[config.mk]
export PLATFORM = sky130hd
export DESIGN_NAME = rsn_map
export DESIGN_NICKNAME = d
export VERILOG_FILES = /design/src/hdl/rsn_pkg.sv /design/src/hdl/rsn_map.sv
export SDC_FILE = /design/constraint.sdc
export NUM_CORES = 2
export LEC_CHECK = 0
export BUFFER_PORTS_ARGS = -buffer_cell sky130_fd_sc_hd__buf_4
export CAP_MARGIN = 20
export CORE_MARGIN = 2
export CORE_UTILIZATION = 50
export CTS_CLUSTER_DIAMETER = 40
export DETAILED_ROUTE_END_ITERATION = 10
export GPL_ROUTABILITY_DRIVEN = 0
export PLACE_DENSITY_LB_ADDON = 0.2
export SLEW_MARGIN = 30
export SYNTH_ARGS = -nofsm -noshare
export SYNTH_HDL_FRONTEND = slang
export SYNTH_SLANG_ARGS = --single-unit
[constraint.sdc]
create_clock -name clk -period 6.7 [get_ports clk]
set_input_delay 1.34 -clock clk [delete_from_list [all_inputs] [get_ports clk]]
set_output_delay 1.34 -clock clk [all_outputs]
set_load 0.02 [all_outputs]
[src/hdl/rsn_pkg.sv]
`timescale 1ns / 1ps

package rsn_pkg;

  // Frame geometry
  localparam int MAX_SOURCE_DIM = 256;
  localparam int DIM_BITS       = $clog2(MAX_SOURCE_DIM);
  localparam int ADDR_BITS      = 2 * DIM_BITS;

  // Fixed-point format
  localparam int FRACTION_BITS = 16;

  // Field widths
  localparam int COEF_W     = 24;
  localparam int OFFS_W     = 32;
  localparam int IDX_W      = 12;
  localparam int SIZE_W     = 9;
  localparam int PIX_W      = 8;
  localparam int CFG_IDX_W  = 3;
  localparam int CFG_DATA_W = 32;

  // Datapath widths: coefficient times zero-extended index, then a three-term sum
  localparam int PROD_W = COEF_W + IDX_W + 1;
  localparam int SUM_W  = PROD_W + 2;
  localparam int INT_W  = SUM_W - FRACTION_BITS;

  // Opcodes
  localparam logic OP_LOAD  = 1'b0;
  localparam logic OP_FETCH = 1'b1;

  // Register indexes
  localparam logic [CFG_IDX_W-1:0] REG_COS_COEF    = 3'd0;
  localparam logic [CFG_IDX_W-1:0] REG_SIN_COEF    = 3'd1;
  localparam logic [CFG_IDX_W-1:0] REG_OFFSET_ROW  = 3'd2;
  localparam logic [CFG_IDX_W-1:0] REG_OFFSET_COL  = 3'd3;
  localparam logic [CFG_IDX_W-1:0] REG_SOURCE_ROWS = 3'd4;
  localparam logic [CFG_IDX_W-1:0] REG_SOURCE_COLS = 3'd5;

  // Reset values
  localparam logic signed [COEF_W-1:0] COS_RESET  = COEF_W'(1 << FRACTION_BITS);
  localparam logic [SIZE_W-1:0]        SIZE_RESET = SIZE_W'(256);

  typedef struct packed {
    logic signed [COEF_W-1:0] cos_coef;
    logic signed [COEF_W-1:0] sin_coef;
    logic signed [OFFS_W-1:0] offset_row;
    logic signed [OFFS_W-1:0] offset_col;
    logic [SIZE_W-1:0]        source_rows;
    logic [SIZE_W-1:0]        source_cols;
  } cfg_t;

  typedef struct packed {
    logic                 we;
    logic [ADDR_BITS-1:0] waddr;
    logic [PIX_W-1:0]     wdata;
    logic [ADDR_BITS-1:0] raddr;
  } mem_req_t;

  typedef struct packed {
    logic fetch;
    logic outside;
  } rd_tag_t;

endpackage

[src/hdl/rsn_map.sv]
`timescale 1ns / 1ps

module rsn_map (
  input  logic                           clk,
  input  logic                           rst,
  input  rsn_pkg::cfg_t                  cfg,
  input  logic                           accept,
  input  logic                           opcode,
  input  logic [rsn_pkg::IDX_W-1:0]      row_index,
  input  logic [rsn_pkg::IDX_W-1:0]      col_index,
  input  logic [rsn_pkg::PIX_W-1:0]      pixel_in,
  output rsn_pkg::mem_req_t              mem_req,
  output rsn_pkg::rd_tag_t               rd_tag
);

  typedef struct packed {
    logic                         ok;
    logic [rsn_pkg::DIM_BITS-1:0] idx;
  } coord_t;

  // Stage 1: products
  logic                                 v1;
  logic                                 op1;
  logic                                 ld_ok1;
  logic [rsn_pkg::ADDR_BITS-1:0]        ld_addr1;
  logic [rsn_pkg::PIX_W-1:0]            pix1;
  logic signed [rsn_pkg::PROD_W-1:0]    p_ci;
  logic signed [rsn_pkg::PROD_W-1:0]    p_sj;
  logic signed [rsn_pkg::PROD_W-1:0]    p_cj;
  logic signed [rsn_pkg::PROD_W-1:0]    p_si;

  // Stage 2: sums
  logic                                 v2;
  logic                                 op2;
  logic                                 ld_ok2;
  logic [rsn_pkg::ADDR_BITS-1:0]        ld_addr2;
  logic [rsn_pkg::PIX_W-1:0]            pix2;
  logic signed [rsn_pkg::SUM_W-1:0]     x_sum;
  logic signed [rsn_pkg::SUM_W-1:0]     y_sum;

  logic signed [rsn_pkg::IDX_W:0]       i_s;
  logic signed [rsn_pkg::IDX_W:0]       j_s;
  logic                                 ld_in_range;
  coord_t                               row_c;
  coord_t                               col_c;

  function automatic coord_t map_coord(input logic signed [rsn_pkg::SUM_W-1:0] v,
                                       input logic [rsn_pkg::SIZE_W-1:0] size);
    logic [rsn_pkg::INT_W-1:0]  hi;
    logic                       near_zero;
    logic [rsn_pkg::SIZE_W-1:0] lim;
    coord_t                     c;
    hi        = v[rsn_pkg::SUM_W-1:rsn_pkg::FRACTION_BITS];
    near_zero = (&hi) && (|v[rsn_pkg::FRACTION_BITS-1:0]);
    lim       = (size > rsn_pkg::SIZE_W'(rsn_pkg::MAX_SOURCE_DIM)) ?
                rsn_pkg::SIZE_W'(rsn_pkg::MAX_SOURCE_DIM) : size;
    if (v[rsn_pkg::SUM_W-1]) begin
      // truncation toward zero folds (-1,0) onto index 0
      c.ok  = near_zero && (lim != '0);
      c.idx = '0;
    end else begin
      c.ok  = hi < rsn_pkg::INT_W'(lim);
      c.idx = hi[rsn_pkg::DIM_BITS-1:0];
    end
    return c;
  endfunction

  assign i_s = {1'b0, row_index};
  assign j_s = {1'b0, col_index};
  assign ld_in_range = (row_index < rsn_pkg::IDX_W'(rsn_pkg::MAX_SOURCE_DIM)) &&
                       (col_index < rsn_pkg::IDX_W'(rsn_pkg::MAX_SOURCE_DIM));

  always_ff @(posedge clk) begin
    if (rst) begin
      v1 <= 1'b0;
      v2 <= 1'b0;
    end else begin
      v1 <= accept;
      v2 <= v1;
    end
  end

  always_ff @(posedge clk) begin
    op1      <= opcode;
    ld_ok1   <= ld_in_range;
    ld_addr1 <= {row_index[rsn_pkg::DIM_BITS-1:0], col_index[rsn_pkg::DIM_BITS-1:0]};
    pix1     <= pixel_in;
    p_ci     <= rsn_pkg::PROD_W'(cfg.cos_coef) * rsn_pkg::PROD_W'(i_s);
    p_sj     <= rsn_pkg::PROD_W'(cfg.sin_coef) * rsn_pkg::PROD_W'(j_s);
    p_cj     <= rsn_pkg::PROD_W'(cfg.cos_coef) * rsn_pkg::PROD_W'(j_s);
    p_si     <= rsn_pkg::PROD_W'(cfg.sin_coef) * rsn_pkg::PROD_W'(i_s);

    op2      <= op1;
    ld_ok2   <= ld_ok1;
    ld_addr2 <= ld_addr1;
    pix2     <= pix1;
    x_sum    <= rsn_pkg::SUM_W'(p_ci) + rsn_pkg::SUM_W'(p_sj) +
                rsn_pkg::SUM_W'(cfg.offset_row);
    y_sum    <= rsn_pkg::SUM_W'(p_cj) - rsn_pkg::SUM_W'(p_si) +
                rsn_pkg::SUM_W'(cfg.offset_col);
  end

  assign row_c = map_coord(x_sum, cfg.source_rows);
  assign col_c = map_coord(y_sum, cfg.source_cols);

  // Loads write and fetches read at the same stage, so program order holds
  assign mem_req.we    = v2 && (op2 == rsn_pkg::OP_LOAD) && ld_ok2;
  assign mem_req.waddr = ld_addr2;
  assign mem_req.wdata = pix2;
  assign mem_req.raddr = {row_c.idx, col_c.idx};

  assign rd_tag.fetch   = v2 && (op2 == rsn_pkg::OP_FETCH);
  assign rd_tag.outside = !(row_c.ok && col_c.ok);

endmodule

# [Word level (Yosys, flattened, before mapping)]
# Cells that the tools add are included.
[classes] addsub=4 mul=4 magnitude_cmp=6 n_mux=4 bitwise=1 n_reduce_logical=16
[ops] cell="$mul 24x13->37" count=4
[ops] cell="$add 38x32->39" count=2
[ops] cell="$lt 23x9->1" count=2
[ops] cell="$reduce_and 23->1" count=2
[ops] cell="$add 37x37->38" count=1
[ops] cell="$sub 37x37->38" count=1
[ops] cell="$mux 9" count=4
[ops] cell="$reduce_or 16->1" count=2
[ops] cell="$lt 12x9->1 const B" count=2
[ops] cell="$gt 9x9->1 const B" count=2
[ops] cell="$reduce_bool 9->1" count=2
[ops] cell="$logic_and 1x1->1" count=9
[ops] cell="$logic_not 1->1" count=1
[ops] cell="$not 1->1" count=1
[totals] reg_bits=280 in_bits=166 wordCells=51

# [Depth between registers and ports, before layout]
[logic_depth] depth_word=7 ltp_mapped=23

# [Least setup slack after synthesis]
# No wires, ideal clock.
[synth_timing] path_kind="in2reg" startpoint="in col_index[4] (netlist bit)" endpoint="reg p_sj[29] (netlist bit)" setup_ns=0.119 arrival_time_ns=6.615 slack_ns=-0.034 cell_stages=21 path_cell_list="clkbuf_1 -> clkbuf_1 -> nand2_1 -> fa_1 -> fa_1 -> inv_1 -> fa_1 -> fa_1 -> inv_1 -> fa_1 -> inv_1 -> ha_1 -> nand4_1 -> or2_0 -> a211oi_2 -> o31ai_4 -> o311ai_1 -> o211ai_1 -> or3_1 -> o2111a_1 -> xnor2_1"
[synth_via] elab_chain_len=1
[synth_rtl] item="start: declaration" line_no="rsn_map.sv:10" text="input logic [rsn_pkg::IDX_W-1:0] col_index,"
[synth_rtl] item="$mul 24x13->37" line_no="rsn_map.sv:89" text="p_sj <= rsn_pkg::PROD_W'(cfg.sin_coef) * rsn_pkg::PROD_W'(j_s);"
[synth_rtl] item="end signal: assignment" line_no="rsn_map.sv:89"
[synth_rtl] item="end: declaration" line_no="rsn_map.sv:28" text="logic signed [rsn_pkg::PROD_W-1:0] p_sj;"
# Every way passes these cells.
# A chain may end at the register's enable or synchronous reset.

# [Worst setup path after layout]
[layout_timing] startpoint="in col_index[1] (netlist bit)" endpoint="reg p_cj[33] (netlist bit)"
[layout_via] elab_chain_len=1
[layout_rtl] item="$mul 24x13->37" line_no="rsn_map.sv:90" text="p_cj <= rsn_pkg::PROD_W'(cfg.cos_coef) * rsn_pkg::PROD_W'(j_s);"
[layout_rtl] item="end signal: assignment" line_no="rsn_map.sv:90"
[layout_rtl] item="end: declaration" line_no="rsn_map.sv:29" text="logic signed [rsn_pkg::PROD_W-1:0] p_cj;"
# Every way passes these cells.

==> results.cfg <==
[outcome]
status = complete, no violations

[global_route]
grt_pass1_wl_mm = 230.3
globalRouteOverflowTotal = 0
antenna_found_initial = 5
grt_max_degree = 50
grt_usage = 0.2641
grt_pass1_vias = 43560

[synthesis]
async_flop_share = 0
synth_flop_cell = dfxtp_1
yosysSeqAreaShare = 0.1043
syn_avg_cell_area_um2 = 8.889
synth_area_um2 = 53760
syn_nets = 7745
yosysWarnings = 0
synth_cells = 6048
synth_edf_count = 0
synth-seq-cells = 280
synth.distinct_cells = 77

[route]
drtIter0Drc = 2387
drt_first_pass_iters = 6
routed_wl_mm = 139.0
wl_per_cell_um = 17.34
viasPerCell = 5.094
drc = 0
final_antenna_net_count = 0
vias = 40830

[sta]
hold_viol_final = 0
clock.fmax_ghz = 0.1545
drv_slew = 0
tightest_slew_ns = 0.7477
rsz0062_at_grt = false
max-slew-margin-rel = 0.4977
setup_viol = 0
clock_skew_ns = 0.01853
layout_min_cycle_time_ns = 6.474
period_share = 0.9663
setup_tns_ns = 0
layout_setup_ws_ns = 0.2258

[cts]
path_clk_slew_ns = 0.05
cts_root_buf = clkbuf_16
cts_tree = built
clock-sinks = 280
h-tree-depth = 2
cts_buffer_depth = 3
insertion_delay_ns = 0.64
post_cts.repair.setup_buffers = 0
numCtsBuffers = 56
ctsHoldBuffers = 0

[job]
maxCapViolations = 0

[floorplan]
die_area_um2 = 110200
ioPinCount = 209
rows = 120
die_w_um = 331.9
core_area_um2 = 106900
start_util = 0.5029
die_h_um = 331.9

[final_layout]
nNetsFinal = 8262
area_growth_pct = 15.62
design_area_um2 = 62160
layout-drive-gt1-share = 0.1240

[worst_setup_path]
cp.required_ns = 7.26
cp_max_fo = 26
crit_type = input port to register
crit_arrival_ns = 7.03
start_kind = input port
cp-end-kind = register

[placement]
port_buffers = 208
placed_cell_area_um2 = 60110
dp_hpwl_mm = 119.3
pre_cts_ws_ns = -0.4151

[worst_hold_path]
hold_class = register to register
## timing repair
| action | CTS | global route |
|---|---|---|
| endpoints found under the hold margin | 0 | 0 |
| resized for setup | 0 | 2 |
| setup endpoints to repair | 0 | 3 |
## cell usage in the layout (no fill, tap or decap), types with 7 or more instances in the layout
cell type  count
nor4_1        26
o211ai_1      15
o31a_1         7
nand2b_1      28
and3_1        21
a21oi_1      151
nor3_1        41
or3_1         16
buf_4        674
nand3_1       38
clkbuf_8       7
a21boi_0      11
buf_12        21
a311oi_1       8
a21o_1       100
inv_1       1574
xnor2_1      135
o21bai_1      25
nand2_1      676
a31oi_1       16
o21ai_1        9
clkbuf_16     56
fa_1        1107
and2_1       592
ha_1         424
nor2_1       117
inv_6         13
xor2_1        58
o21ai_0       92
o21a_1        32
a211oi_1      11
dfxtp_1      280
or4_1          7
o2111ai_1      9
bufinv_16      8
nor2b_1       41
nand4_1       37
o31ai_1        7
## cell usage after synthesis, types with 38 or more instances
cell | count | share of area
nor2_1 | 117 | 0.0082
nand2_1 | 676 | 0.047
a21o_1 | 100 | 0.014
nand3_1 | 38 | 0.0035
nor2b_1 | 41 | 0.0048
and2_1 | 592 | 0.069
a21oi_1 | 151 | 0.014
clkbuf_1 | 235 | 0.016
xor2_1 | 58 | 0.0094
o21ai_0 | 93 | 0.0087
ha_1 | 424 | 0.099
dfxtp_1 | 280 | 0.10
xnor2_1 | 135 | 0.022
nor3_1 | 41 | 0.0038
inv_1 | 1574 | 0.11
fa_1 | 1107 | 0.41
## worst paths after layout
path,to,depth (start not counted),start,slack [ns]
worst max-delay path,p_cj[33],21,col_index[1],0.23
worst min-delay path,ld_addr2[9],0,ld_addr1[9],0.32
worst max register to register,x_sum[37],15,p_ci[0],2.87
worst min register to register,ld_addr2[9],0,ld_addr1[9],0.32
## layout make-up
type,instances,area (um^2)
clock buffer,66,1509
inverter,1576,5916
multi-input combinational,3956,41360
timing repair buffer,695,5480
antenna,2,5.005
clock inverter,38,524.3
sequential,280,5605
fill,9594,44750
tap,1403,1755
## state kept, by name, summed over array words and instances, names as in the netlist, 8 cells and up
name      cells
p_sj         37
pix2          8
pix1          8
ld_addr2     16
ld_addr1     16
p_cj         37
x_sum        39
p_ci         37
y_sum        39
p_si         37
## metrics by stage
step / hold WS (ns) / std cells / util
final: 0.3224 / 8016 / 0.5814
after global routing: 0.3260 / 8016 / 0.5814
after CTS: 0.3242 / 8014 / 0.5813
after detailed placement: 0.3121 / 7910 / 0.5623
after global placement: 0.3099 / 7910 / 0.5623
after floorplan: 0.3096 / 6048 / -
## cell families (layout without fill, tap and decap cells)
group           after synthesis  count (layout)  share of synthesized area
flops                       280             280                     0.1043
buf+inv                    1812            2375                     0.1265
compound gates              563             563                    0.07019
other cells                   0               2                          0
xor+xnor                    193             193                    0.03144
mux                           4               4                  0.0007448
fa+ha+maj                  1531            1531                     0.5109
simple gates               1665            1665                     0.1560
## worst max-delay path, stage by stage
cell       delay [ns]
buf_4            0.23
buf_4            0.22
and2_1           0.16
fa_1             0.53
inv_1            0.05
fa_1             0.50
inv_1            0.06
fa_1             0.49
fa_1             0.55
inv_1            0.05
fa_1             0.47
inv_1            0.04
ha_1             0.18
or3_1            0.40
o2111ai_1        0.45
a41oi_2          0.30
o211ai_1         0.36
a41oi_1          0.19
o21a_1           0.20
nor2_1           0.11
xnor2_1          0.13
## routing by layer
layer,global-route usage,wire length [um],up-vias
li1,-,-,19010
met1,0.3497,59870,20490
met2,0.4449,65790,1083
met3,0.03474,7529,246
met4,0.09603,5773,6
met5,0,41,-
Power is not shown: default switching activity piles up to over one toggle a cycle in this logic, so the estimate is an artifact.
