`src/hdl/rsn_pkg.sv`:
```
`timescale 1ns / 1ps

package rsn_pkg;

  // Frame geometry
  localparam int MAX_SOURCE_DIM = 256;
  localparam int DIM_BITS       = $clog2(MAX_SOURCE_DIM);
  localparam int ADDR_BITS      = 2 * DIM_BITS;

  // Fixed-point format
  localparam int FRACTION_BITS = 16;

  // Field widths
  localparam int COEF_W     = 24;
  localparam int OFFS_W     = 32;
  localparam int IDX_W      = 12;
  localparam int SIZE_W     = 9;
  localparam int PIX_W      = 8;
  localparam int CFG_IDX_W  = 3;
  localparam int CFG_DATA_W = 32;

  // Datapath widths: coefficient times zero-extended index, then a three-term sum
  localparam int PROD_W = COEF_W + IDX_W + 1;
  localparam int SUM_W  = PROD_W + 2;
  localparam int INT_W  = SUM_W - FRACTION_BITS;

  // Opcodes
  localparam logic OP_LOAD  = 1'b0;
  localparam logic OP_FETCH = 1'b1;

  // Register indexes
  localparam logic [CFG_IDX_W-1:0] REG_COS_COEF    = 3'd0;
  localparam logic [CFG_IDX_W-1:0] REG_SIN_COEF    = 3'd1;
  localparam logic [CFG_IDX_W-1:0] REG_OFFSET_ROW  = 3'd2;
  localparam logic [CFG_IDX_W-1:0] REG_OFFSET_COL  = 3'd3;
  localparam logic [CFG_IDX_W-1:0] REG_SOURCE_ROWS = 3'd4;
  localparam logic [CFG_IDX_W-1:0] REG_SOURCE_COLS = 3'd5;

  // Reset values
  localparam logic signed [COEF_W-1:0] COS_RESET  = COEF_W'(1 << FRACTION_BITS);
  localparam logic [SIZE_W-1:0]        SIZE_RESET = SIZE_W'(256);

  typedef struct packed {
    logic signed [COEF_W-1:0] cos_coef;
    logic signed [COEF_W-1:0] sin_coef;
    logic signed [OFFS_W-1:0] offset_row;
    logic signed [OFFS_W-1:0] offset_col;
    logic [SIZE_W-1:0]        source_rows;
    logic [SIZE_W-1:0]        source_cols;
  } cfg_t;

  typedef struct packed {
    logic                 we;
    logic [ADDR_BITS-1:0] waddr;
    logic [PIX_W-1:0]     wdata;
    logic [ADDR_BITS-1:0] raddr;
  } mem_req_t;

  typedef struct packed {
    logic fetch;
    logic outside;
  } rd_tag_t;

endpackage

```
`src/hdl/rsn_cfg_regs.sv`:
```
`timescale 1ns / 1ps

module rsn_cfg_regs (
  input  logic                             clk,
  input  logic                             rst,
  input  logic                             wr_en,
  input  logic [rsn_pkg::CFG_IDX_W-1:0]    wr_index,
  input  logic [rsn_pkg::CFG_DATA_W-1:0]   wr_data,
  output rsn_pkg::cfg_t                    cfg
);

  always_ff @(posedge clk) begin
    if (rst) begin
      cfg.cos_coef    <= rsn_pkg::COS_RESET;
      cfg.sin_coef    <= '0;
      cfg.offset_row  <= '0;
      cfg.offset_col  <= '0;
      cfg.source_rows <= rsn_pkg::SIZE_RESET;
      cfg.source_cols <= rsn_pkg::SIZE_RESET;
    end else if (wr_en) begin
      unique case (wr_index)
        rsn_pkg::REG_COS_COEF:    cfg.cos_coef    <= wr_data[rsn_pkg::COEF_W-1:0];
        rsn_pkg::REG_SIN_COEF:    cfg.sin_coef    <= wr_data[rsn_pkg::COEF_W-1:0];
        rsn_pkg::REG_OFFSET_ROW:  cfg.offset_row  <= wr_data[rsn_pkg::OFFS_W-1:0];
        rsn_pkg::REG_OFFSET_COL:  cfg.offset_col  <= wr_data[rsn_pkg::OFFS_W-1:0];
        rsn_pkg::REG_SOURCE_ROWS: cfg.source_rows <= wr_data[rsn_pkg::SIZE_W-1:0];
        rsn_pkg::REG_SOURCE_COLS: cfg.source_cols <= wr_data[rsn_pkg::SIZE_W-1:0];
        default: ;
      endcase
    end
  end

endmodule

```
`config.mk`:
```
export PLATFORM = sky130hd
export DESIGN_NAME = rsn_cfg_regs
export DESIGN_NICKNAME = d
export VERILOG_FILES = /design/src/hdl/rsn_pkg.sv /design/src/hdl/rsn_cfg_regs.sv
export SDC_FILE = /design/constraint.sdc
export NUM_CORES = 1
export LEC_CHECK = 0
export ABC_CLOCK_PERIOD_IN_PS = 2100
export CAP_MARGIN = 20
export CORE_MARGIN = 4
export CORE_UTILIZATION = 40
export CTS_CLUSTER_SIZE = 8
export DETAILED_ROUTE_END_ITERATION = 8
export DONT_BUFFER_PORTS = 1
export PLACE_DENSITY = 0.52
export SYNTH_ARGS = -nofsm -noshare
export SYNTH_HDL_FRONTEND = slang
export SYNTH_SLANG_ARGS = --single-unit
```
`constraint.sdc`:
```
create_clock -name clk -period 2.1 [get_ports clk]
set_clock_uncertainty 0.2 [all_clocks]
set_input_delay 0.63 -clock clk [delete_from_list [all_inputs] [get_ports clk]]
set_output_delay 0.63 -clock clk [all_outputs]
set_load 0.05 [all_outputs]
```
Yosys cells after proc, flatten, opt, wreduce, memory -nomap -nowiden
Index checks and enable logic that the tools add are counted.
{"block": "totals", "regBits": 130, "wordCells": 18}
{"block": "classes", "reduce_logical": 7, "eq_ne": 5}
{"operator": "2-bit AND reduction", "n": 6}
{"operator": "3-bit by 2-bit == test with 1-bit output (second input constant)", "n": 2}
{"operator": "3-bit == test (second input constant)", "n": 2}
{"operator": "3-bit by 1-bit == test with 1-bit output (second input constant)", "n": 1}
{"operator": "3-bit zero test", "n": 1}

Longest topological paths before layout
Gate-level depths: netlist (run 1).
{"block": "logic_depth", "word_depth": 2, "ltp_mapped": 5, "mapped_depth_nobuf": 2}

Worst setup path after synthesis (run 1)
No wires, ideal clock.
{"block": "synth_timing", "path_type": "input port to flip-flop", "startpoint": "input wr_index[0] (netlist bit)", "endpoint": "register cfg[119] (netlist bit)", "slack_ns": 0.121, "stages": 5, "t_arrival_ns": 1.659, "n_path_buf": 3, "path_cell_list": "buf_2 or4b_4 buf_6 buf_6 mux2i_1"}
{"block": "synth_via", "elab_chain_len": 2}
{"element": "from (decl)", "line_no": "rsn_cfg_regs.sv:7", "text": "input logic [rsn_pkg::CFG_IDX_W-1:0] wr_index,"}
{"element": "3-bit zero test", "line_no": "rsn_cfg_regs.sv:21", "text": "unique case (wr_index)"}
{"element": "2-bit AND reduction (no source line)"}
{"element": "to (decl)", "line_no": "rsn_cfg_regs.sv:9", "text": "output rsn_pkg::cfg_t cfg"}
Every way passes these cells.
A chain may end at the register's enable or synchronous reset.

Worst setup path in the final report (run 1)
{"block": "layout_timing", "startpoint": "register cfg[106] (netlist bit)", "endpoint": "output cfg[106] (netlist bit)"}
No word-level cell between the ends.

==> metrics, run 1 <==
Initial DRT Pass Iterations=4; clock tree buffer depth=2; Synth area leader=dfxtp_1; nets=around 500; DRC=0; layout cells sized above 1=0.08085; status=complete, no violations; Tcrit/Tclk final=0.9123; DRT antenna net count=0; crit path launch type=flop; hold endpoint=cfg[46]; Leak Pwr=between 2 and 3 nW; R2R setup slack=roughly 0.90 ns; drt wl/cell=between 15 and 20 um; die area=between 10000 and 15000 um^2; CTS Buf Count=17; Final Setup Violations=0; R2R depth=2; root buffer cell=clkbuf_16; IO buf count=0; die height=around 120 um; Total Wirelength=~12000 um; Worst EP arrival=1.09 ns; top_reg_cell synth=dfxtp_1; total gr overflow=0; fmax=approximately 520 MHz; CTS tree=done; # IOs=around 170; biggest regs=cfg x130; Core Region=around 13000 um^2; Cell Area, Synth=between 5000 and 6000 um^2; crit path time final=between 1.5 and 2 ns; DR vias=3098; top-count cell post-synth=nand2b_1; number of synthesized flops with an enable pin=0; Pwr per Cell Area=between 900 and 1000 nW/um^2; CP max FO=2; Reg2Reg Capture Point=cfg[23]; FFs w/ async S/R, synth=0; Critical R2R Launch=cfg[23]; Post-CTS Resized=0; post-CTS setup buffer count=0; crit end category=output port; initial antenna violation count=0; Layout area overhead=12.45%; DRT iter0 DRCs=138; Netlist cell types=15; cells after synthesis=around 470; Initial Utilization=0.4099; syn nets=between 500 and 600; hold buffers post-CTS=0; Hold Vio Cnt, Final=0; HPWL after DPL=8013 um; Synth Register Bits=130; hold_sp=wr_data[28]; peak supply drop=just under 0.5 mV; final cell count without fillers=approximately 640; post-layout util=0.4609; sequential share of the synthesized area=0.5011; H-tree Lvls=4; share of Yosys cell area claimed by the top area cell type=0.5011; clock-pin slew on the worst setup and hold paths=approximately 0.05 ns; hold path depth=2; yosys warns=0; Die W=about 120 um; clk sinks=130; number of cell rows=41; Inserted Diodes=0; insertion delay to the later sink of the worst-skew pair=0.40 ns; normalized max-slew margin=0.5895; first-pass GRT wire length=between 15000 and 20000 um; Max Slew Vio Count=0; Slew @ Worst Pin=between 0.6 and 0.7 ns; routability-driven placement congestion ratio=between 0.6 and 0.7; GRT Total Usage=0.1642; vias in the first global route=~3200; Placed Instances=613; Critical Path RT=1.27 ns; class of the worst hold path=primary input to flop; Max-Cap Viols=0; routed vias/inst=4.826; crit path kind=flop to output port; commonest cells in the netlist=nand2b_1, dfxtp_1, mux2i_1, clkbuf_1, buf_2; RSZ-0062 raised after global routing=no; TNS Setup=0 ns; max reg flops=130; largest net degree at the start of global routing=~170; largest cells by area after synthesis=dfxtp_1, mux2i_1, nand2b_1, clkbuf_1, buf_2; Synth Area per Inst=~11 um^2; Biggest register=cfg
==> cell families after synthesis <==
| kind of cell | Yosys count | share of synthesized area |
|---|---|---|
| buffers and inverters | 35 | 0.03348 |
| muxes | 130 | 0.2505 |
| DFF | 130 | 0.5011 |
| and+or+nand+nor | 173 | 0.2149 |
==> routing by layer <==
layer	global-route usage	routed length, um	vias to the layer above
met3	0.09053	1351	15
met2	0.2390	5210	109
met5	0	0	-
met1	0.2042	5156	1452
li1	-	-	1522
met4	0.06092	163	0
==> worst register-to-register path: stages, from the launching register on <==
cell and delay, ns:
dfxtp_1 0.65, nand2b_1 0.11, mux2i_1 0.16
==> layout by cell type (no fill, tap or decap), drive strengths merged <==
master	instances
nand4bb	3
nor2	5
bufinv	1
or4b	1
clkbuf	22
mux2i	130
and4bb	1
nand4b	2
nor4bb	1
clkinvlp	1
nand2b	159
dfxtp	130
buf	8
clkinv	5
nor4b	1
==> power by group <==
| part | switching [W] | internal, W | leakage [nW] |
|---|---|---|---|
| Clock | 0.000983 | 0.00162 | 0.255 |
| Combinational | 0.0000946 | 0.000117 | 1.32 |
| Sequential | 0.000231 | 0.00252 | 1.05 |
| Total | 0.00131 | 0.00426 | 2.63 |
==> metrics by stage <==
step                      hold WS (ns)  power [W]  cell area [um^2]  worst slack, ns
final                           0.1999   0.005574              5841           0.1841
after global routing            0.1765   0.005807              5841           0.1338
after CTS                       0.1800   0.005659              5841           0.1640
after detailed placement        0.5117   0.003025              5324           0.2912
after global placement          0.5084   0.003021              5324           0.3041
after floorplan                 0.4928   0.003002              5194           0.1207
==> layout make-up <==
type	instances	area, um^2
fill	1227	6830
timing repair buffer	8	60.06
sequential	130	2603
clock buffer	22	454.2
tap	172	215.2
multi-input combinational	303	2446
clock inverter	7	62.56
==> how the worst max path moves through the flow <==
| stage | start | endpoint | slack [ns] | depth (start not counted) |
|---|---|---|---|---|
| 2_1_floorplan | wr_index[0] | cfg[119] | 0.12 | 5 |
| 3_3_place_gp | wr_index[1] | cfg[128] | 0.30 | 2 |
| 3_5_place_dp | wr_index[1] | cfg[124] | 0.29 | 2 |
| 4_1_cts | cfg[122] | cfg[122] | 0.16 | 0 |
| 5_1_grt | cfg[50] | cfg[50] | 0.13 | 0 |
| 6_report | cfg[106] | cfg[106] | 0.18 | 0 |
Note: power is estimated with default switching activity, not from simulation.
==> inputs of run 2 (changes only) <==
--- a/config.mk
+++ b/config.mk
@@ -5,14 +5,15 @@
 export SDC_FILE = /design/constraint.sdc
 export NUM_CORES = 1
 export LEC_CHECK = 0
-export ABC_CLOCK_PERIOD_IN_PS = 2100
+export ABC_AREA = 1
+export ABC_CLOCK_PERIOD_IN_PS = 1720
 export CAP_MARGIN = 20
 export CORE_MARGIN = 4
 export CORE_UTILIZATION = 40
 export CTS_CLUSTER_SIZE = 8
 export DETAILED_ROUTE_END_ITERATION = 8
 export DONT_BUFFER_PORTS = 1
-export PLACE_DENSITY = 0.52
+export PLACE_DENSITY = 0.54
 export SYNTH_ARGS = -nofsm -noshare
 export SYNTH_HDL_FRONTEND = slang
 export SYNTH_SLANG_ARGS = --single-unit
==> constraint.sdc (replaced) <==
create_clock -name clk -period 1.72 [get_ports clk]
set_clock_uncertainty 0.2 [all_clocks]
set_input_delay 0.516 -clock clk [delete_from_list [all_inputs] [get_ports clk]]
set_output_delay 0.516 -clock clk [all_outputs]
set_load 0.05 [all_outputs]
==> metrics, run 2 <==
status=complete, no violations; Final Setup Violations=0 (unchanged); crit path time final=roughly 1.7 ns; GRT Total Usage=0.2089 (+0.04464); H-tree Lvls=4 (unchanged); biggest regs=cfg x130; Worst EP arrival=0.96 ns (-0.13 ns); fmax=598.4 MHz; Hold Vio Cnt, Final=0 (unchanged); CP cell instances=buf_4; DRC=0 (unchanged); sequential share of the synthesized area=0.5000 (-0.001084); peak supply drop=0.5296 mV (+8.3%); Tot Pwr=0.007619 W (+37%); normalized max-slew margin=0.6670 (+0.07747); Max-Cap Viols=0 (unchanged); Max Slew Vio Count=0 (unchanged); max reg flops=130 (unchanged); final cell count without fillers=989 (+54%); nets=843 (+69%); root buffer cell=clkbuf_16; clock-pin slew on the worst setup and hold paths=0.05 ns (about the same); Cell Area, Synth=5205 um^2 (+0.22%); layout cells sized above 1=0.2350 (+0.1542); vias in the first global route=4436 (+40%); CTS Buf Count=17 (unchanged); Pwr per Cell Area=1154 nW/um^2 (+21%); met3 wire len=1357 um (+0.44%); Compound-Gate Fraction of Synth Area=0.001923 (+0.001923); RSZ-0062 raised after global routing=no; crit path kind=flop to output port; HPWL after DPL=10660 um (+33%); insertion delay to the later sink of the worst-skew pair=0.41 ns (about the same); commonest non-fill, non-tap cell in the layout=nor2_1; share of Yosys cell area claimed by the top area cell type=0.5000 (-0.001084); routability-driven placement congestion ratio=0.8636 (+25%); drt wl/cell=15.51 um (-16%); top-count cell post-synth=nor2_1; clk sinks=130 (unchanged); largest family of logic cells by synthesized area=simple AND/OR/NAND/NOR gates; Tcrit/Tclk final=0.9716; clock tree buffer depth=2 (unchanged); CP max FO=2 (unchanged); Simple-Gate Fraction of Synth Area=0.4188 (+0.2039); die height=122.1 um (about the same); commonest cells after routing, fill and taps aside=nor2_1, nand2_1, nand3_1, dfxtp_2, buf_4; met1 WL=6619 um (+28%); Leak Pwr=2.970 nW (+13%); xor and xnor area share after synthesis=0 (unchanged); WL met2=7075 um (+36%); total gr overflow=0 (unchanged); Biggest register=cfg; Initial Utilization=0.4108 (+0.0008887); post-CTS setup buffer count=0 (unchanged); Synth area leader=dfxtp_1; Initial DRT Pass Iterations=5 (+1); routed vias/inst=4.865 (+0.81%); CTS tree=done; mux contribution to synthesized area=0 (-0.2505); Adder-Cell Fraction of Synth Area=0 (unchanged); Netlist cell types=12 (-3); largest net degree at the start of global routing=39 (-76%); cells after synthesis=752 (+61%); top_reg_cell synth=dfxtp_1; Total Wirelength=15340 um (+29%); R2R setup slack=0.65 ns (-0.25 ns); commonest cells in the netlist=nor2_1, nand2_1, dfxtp_1, nand3_1, inv_1; worst hold slack=0.02113 ns (-0.1787 ns); Synth Area per Inst=6.922 um^2 (-38%); class of the worst hold path=primary input to flop; Placed Instances=958 (+56%); Critical Path RT=1.00 ns (-0.27 ns); kind of cell adding the most delay to the critical path=flip-flops; crit end category=output port; first-pass GRT wire length=23780 um (+29%); crit path launch type=flop; post-layout util=0.5210 (+0.06004); DRT iter0 DRCs=414 (+200%); die area=14900 um^2 (+0.20%); IO buf count=0 (unchanged); syn nets=790 (+56%); Synth Register Bits=130 (unchanged); Slew @ Worst Pin=0.4989 ns (-0.1167 ns); Core Region=12670 um^2 (unchanged); yosys warns=0 (unchanged); Top Metal Used=met4; number of cell rows=41 (unchanged); Inserted Diodes=0 (unchanged); DR vias=4811 (+55%); TNS Setup=0 ns (unchanged); CP max stage delay=around 0.33 ns; DRT antenna net count=0 (unchanged); FFs w/ async S/R, synth=0 (unchanged); number of synthesized flops with an enable pin=0 (unchanged); Buf/Inv on CP=1; initial antenna violation count=0 (unchanged); Layout area overhead=26.83%; largest cells by area after synthesis=dfxtp_1, nor2_1, nand3_1, nand2_1, inv_1; # IOs=168 (unchanged); Die W=122.1 um (about the same); crit path max-delay cell type=dfxtp_1
## run 2: cell count changes in the layout (fill, tap and decap cells not counted), sizes merged, moves of 2 or more
| cell | before | now |
|---|---|---|
| nand4bb | 3 | 0 |
| clkbuf | 22 | 26 |
| o21ai | 0 | 2 |
| nor2 | 5 | 264 |
| nand2 | 0 | 138 |
| nand2b | 159 | 0 |
| nand3 | 0 | 130 |
| buf | 8 | 83 |
| inv | 0 | 39 |
| mux2i | 130 | 0 |
| nand4b | 2 | 0 |
## run 2: cell families after synthesis
logic type / Yosys count
AO/OA/AOI/OAI: 2
AND/OR/NAND/NOR: 532
flip-flops: 130
buffers and inverters: 88
## run 2: worst paths after layout
| check | from | to | depth (start not counted) |
|---|---|---|---|
| max | cfg[58] | cfg[58] | 1 |
| min | wr_data[16] | cfg[122] | 2 |
| max reg2reg | cfg[43] | cfg[43] | 3 |
| min reg2reg | cfg[68] | cfg[68] | 2 |
## run 2: through the flow
stage	cell area (um^2)	setup slack, ns
final	6601	0.04892
after CTS	6598	0.02172
after floorplan	5205	0.2510
after global routing	6601	0.00005307
after detailed placement	5952	0.1154
after global placement	5952	0.1444
## run 2: layout make-up
class	count	area [um^2]
Multi-Input combinational cell	534	2200
Inverter	39	148.9
Sequential cell	130	2689
Timing Repair Buffer	83	789.5
Clock buffer	26	509.2
Tap cell	172	215.2
Fill cell	1277	6070
Clock inverter	5	50.05
## run 2: metal layers
layer  global-route usage  vias up
met5                    0        -
met4              0.08467        0
met3              0.07474       20
met2               0.3239      162
met1               0.2651     2196
li1                     -     2433
## run 2: what timing repair did
action / 4_1_cts / 5_1_grt
setup endpoints to repair: 69 / 1
resized for setup: 69 / 1
hold buffers: 0 / 0
pin swaps: 0 / 0
## run 2: report_power, final
part	switching [W]	internal [W]
Combinational	0.000578	0.000253
Sequential	0.000246	0.00313
Clock	0.00125	0.00216
Total	0.00207	0.00555
==> inputs of run 3 (changes only) <==
--- a/config.mk
+++ b/config.mk
@@ -5,11 +5,11 @@
 export SDC_FILE = /design/constraint.sdc
 export NUM_CORES = 1
 export LEC_CHECK = 0
-export ABC_AREA = 1
 export ABC_CLOCK_PERIOD_IN_PS = 1720
 export CAP_MARGIN = 20
 export CORE_MARGIN = 4
 export CORE_UTILIZATION = 40
+export CTS_BUF_LIST = sky130_fd_sc_hd__clkbuf_4 sky130_fd_sc_hd__clkbuf_8
 export CTS_CLUSTER_SIZE = 8
 export DETAILED_ROUTE_END_ITERATION = 8
 export DONT_BUFFER_PORTS = 1
==> constraint.sdc (replaced) <==
create_clock -name clk -period 1.72 [get_ports clk]
set_clock_uncertainty 0.2 [all_clocks]
set_input_delay 0.516 -clock clk [delete_from_list [all_inputs] [get_ports clk]]
set_output_delay 0.516 -clock clk [all_outputs]
set_load 0.005 [all_outputs]
==> metrics, run 3 (synthesized netlist as in run 1, its figures left out) <==
GRT Total Usage=0.1678 (-0.04108); post-CTS setup buffer count=0 (unchanged); sequential share of power=0.547 (+0.104); Die W=122.0 um (about the same); switching part of the total power=0.2248 (-0.04734); drt wl/cell=18.89 um (+22%); class of the worst hold path=primary input to flop; Tcrit/Tclk final=0.9063 (-0.06522); NetSw=0.001288 W (-38%); Layout area overhead=10.53%; insertion delay to the later sink of the worst-skew pair=0.43 ns (+0.02 ns); Hold Vio Cnt, Final=0 (unchanged); DRT iter0 DRCs=192 (-54%); Worst EP arrival=0.84 ns (-0.12 ns); status=complete, no violations; fmax=641.5 MHz (+7.2%); peak supply drop=0.4074 mV (-23%); Critical Path RT=1.00 ns (about the same); max reg flops=130 (unchanged); nets=498 (-41%); first-pass GRT wire length=18710 um (-21%); initial antenna violation count=0 (unchanged); Clk network pwr share=0.406 (-0.042); hold_sp=wr_data[28]; Post-CTS Resized=0 (-100%); Core Region=12670 um^2 (unchanged); CP max FO=2 (unchanged); Inserted Diodes=0 (unchanged); Biggest register=cfg; commonest cells after routing, fill and taps aside=nand2b_1, mux2i_1, dfxtp_1, clkbuf_8; DRC=0 (unchanged); vias in the first global route=3182 (-28%); Slew @ Worst Pin=0.4007 ns (-0.09821 ns); commonest non-fill, non-tap cell in the layout=nand2b_1; HPWL after DPL=7943 um (-25%); Initial Utilization=0.4099 (-0.0008887); crit path time final=1.559 ns (-0.1122 ns); RSZ-0062 raised after global routing=no; clock tree buffer depth=2 (unchanged); TNS Setup=0 ns (unchanged); R2R depth=2 (-1); Final Setup Violations=0 (unchanged); normalized max-slew margin=0.7325 (+0.06544); crit path kind=flop to output port; biggest regs=cfg x130; number of cell rows=41 (unchanged); hold buffers post-CTS=0 (unchanged); Cell Area, Placed=5386 um^2 (-9.5%); H-tree Lvls=4 (unchanged); Logic pwr share=0.047 (-0.062); largest net degree at the start of global routing=165 (+320%); # IOs=168 (unchanged); Leak Pwr=2.586 nW (-13%); die height=122.0 um (about the same); Pwr per Cell Area=997.8 nW/um^2 (-14%); clock-pin slew on the worst setup and hold paths=0.07 ns (+0.02 ns); CTS tree=done; crit path launch type=flop; Max Slew Vio Count=0 (unchanged); crit end category=output port; Total Wirelength=12160 um (-21%); routed vias/inst=4.868 (about the same); DR vias=3135 (-35%); IO buf count=0 (unchanged); Placed Instances=613 (-36%); clk sinks=130 (unchanged); Final Cell Area=5741 um^2 (-13%); Critical R2R Launch=cfg[82]; crit path from=cfg[82]; die area=14870 um^2 (-0.20%); internal power=0.004440 W (-20%); final cell count without fillers=644 (-35%); layout cells sized above 1=0.09322 (-0.1418); DRT antenna net count=0 (unchanged); Max-Cap Viols=0 (unchanged); hold path depth=2 (unchanged); Initial DRT Pass Iterations=4 (-1); total gr overflow=0 (unchanged); CTS Buf Count=17 (unchanged); root buffer cell=clkbuf_8; routability-driven placement congestion ratio=0.7119 (-18%); Crit path depth=0 (-1)
==> run 3: changes by cell type in the layout (fill, tap and decap cells not counted), moves of 69 or more <==
cell / change
dfxtp_1: +69
dfxtp_2: -69
mux2i_1: +130
nand2_1: -138
nand2b_1: +159
nand3_1: -130
nor2_1: -249
==> run 3: per-stage QoR <==
step / power, W / setup WS, ns / hold WS (ns) / util
3_3_place_gp: 0.003473 / 0.03766 / 0.2804 / 0.4251
4_1_cts: 0.005822 / 0.1345 / 0.02468 / 0.4530
5_1_grt: 0.005991 / 0.09789 / 0.02808 / 0.4530
2_1_floorplan: 0.003443 / -0.1225 / 0.2650 / -
3_5_place_dp: 0.003478 / 0.02575 / 0.2842 / 0.4251
6_report: 0.005728 / 0.1611 / 0.06340 / 0.4530
==> run 3: power groups by stage <==
stage | Sequential (W) | Clock, W | Combinational (W)
floorplan | 0.00318 | 0 | 0.000260
global placement | 0.00321 | 0 | 0.000267
detailed placement | 0.00321 | 0 | 0.000272
CTS | 0.00314 | 0.00241 | 0.000274
global route | 0.00314 | 0.00256 | 0.000292
finish | 0.00314 | 0.00232 | 0.000268
==> run 3: area by class of cell <==
| type | count | area [um^2] |
|---|---|---|
| repair buffers | 8 | 122.6 |
| clock buffers | 26 | 326.6 |
| flip-flops and latches | 130 | 2603 |
| well taps | 172 | 215.2 |
| multi-input cells | 303 | 2446 |
| fillers | 1225 | 6930 |
| clock inverters | 5 | 27.53 |
==> run 3: final timing paths <==
kind              endpoint  slack [ns]
hold reg to reg   cfg[102]        0.29
setup / recovery   cfg[82]        0.16
hold / removal     cfg[46]        0.06
setup reg to reg   cfg[82]        0.84
==> run 3: per-layer routing <==
layer	part of all wire	GRT usage	vias to the layer above
met5	0	0	-
met1	0.42	0.2013	1486
li1	-	-	1533
met4	0.015	0.07773	0
met3	0.10	0.08217	17
met2	0.47	0.2528	99
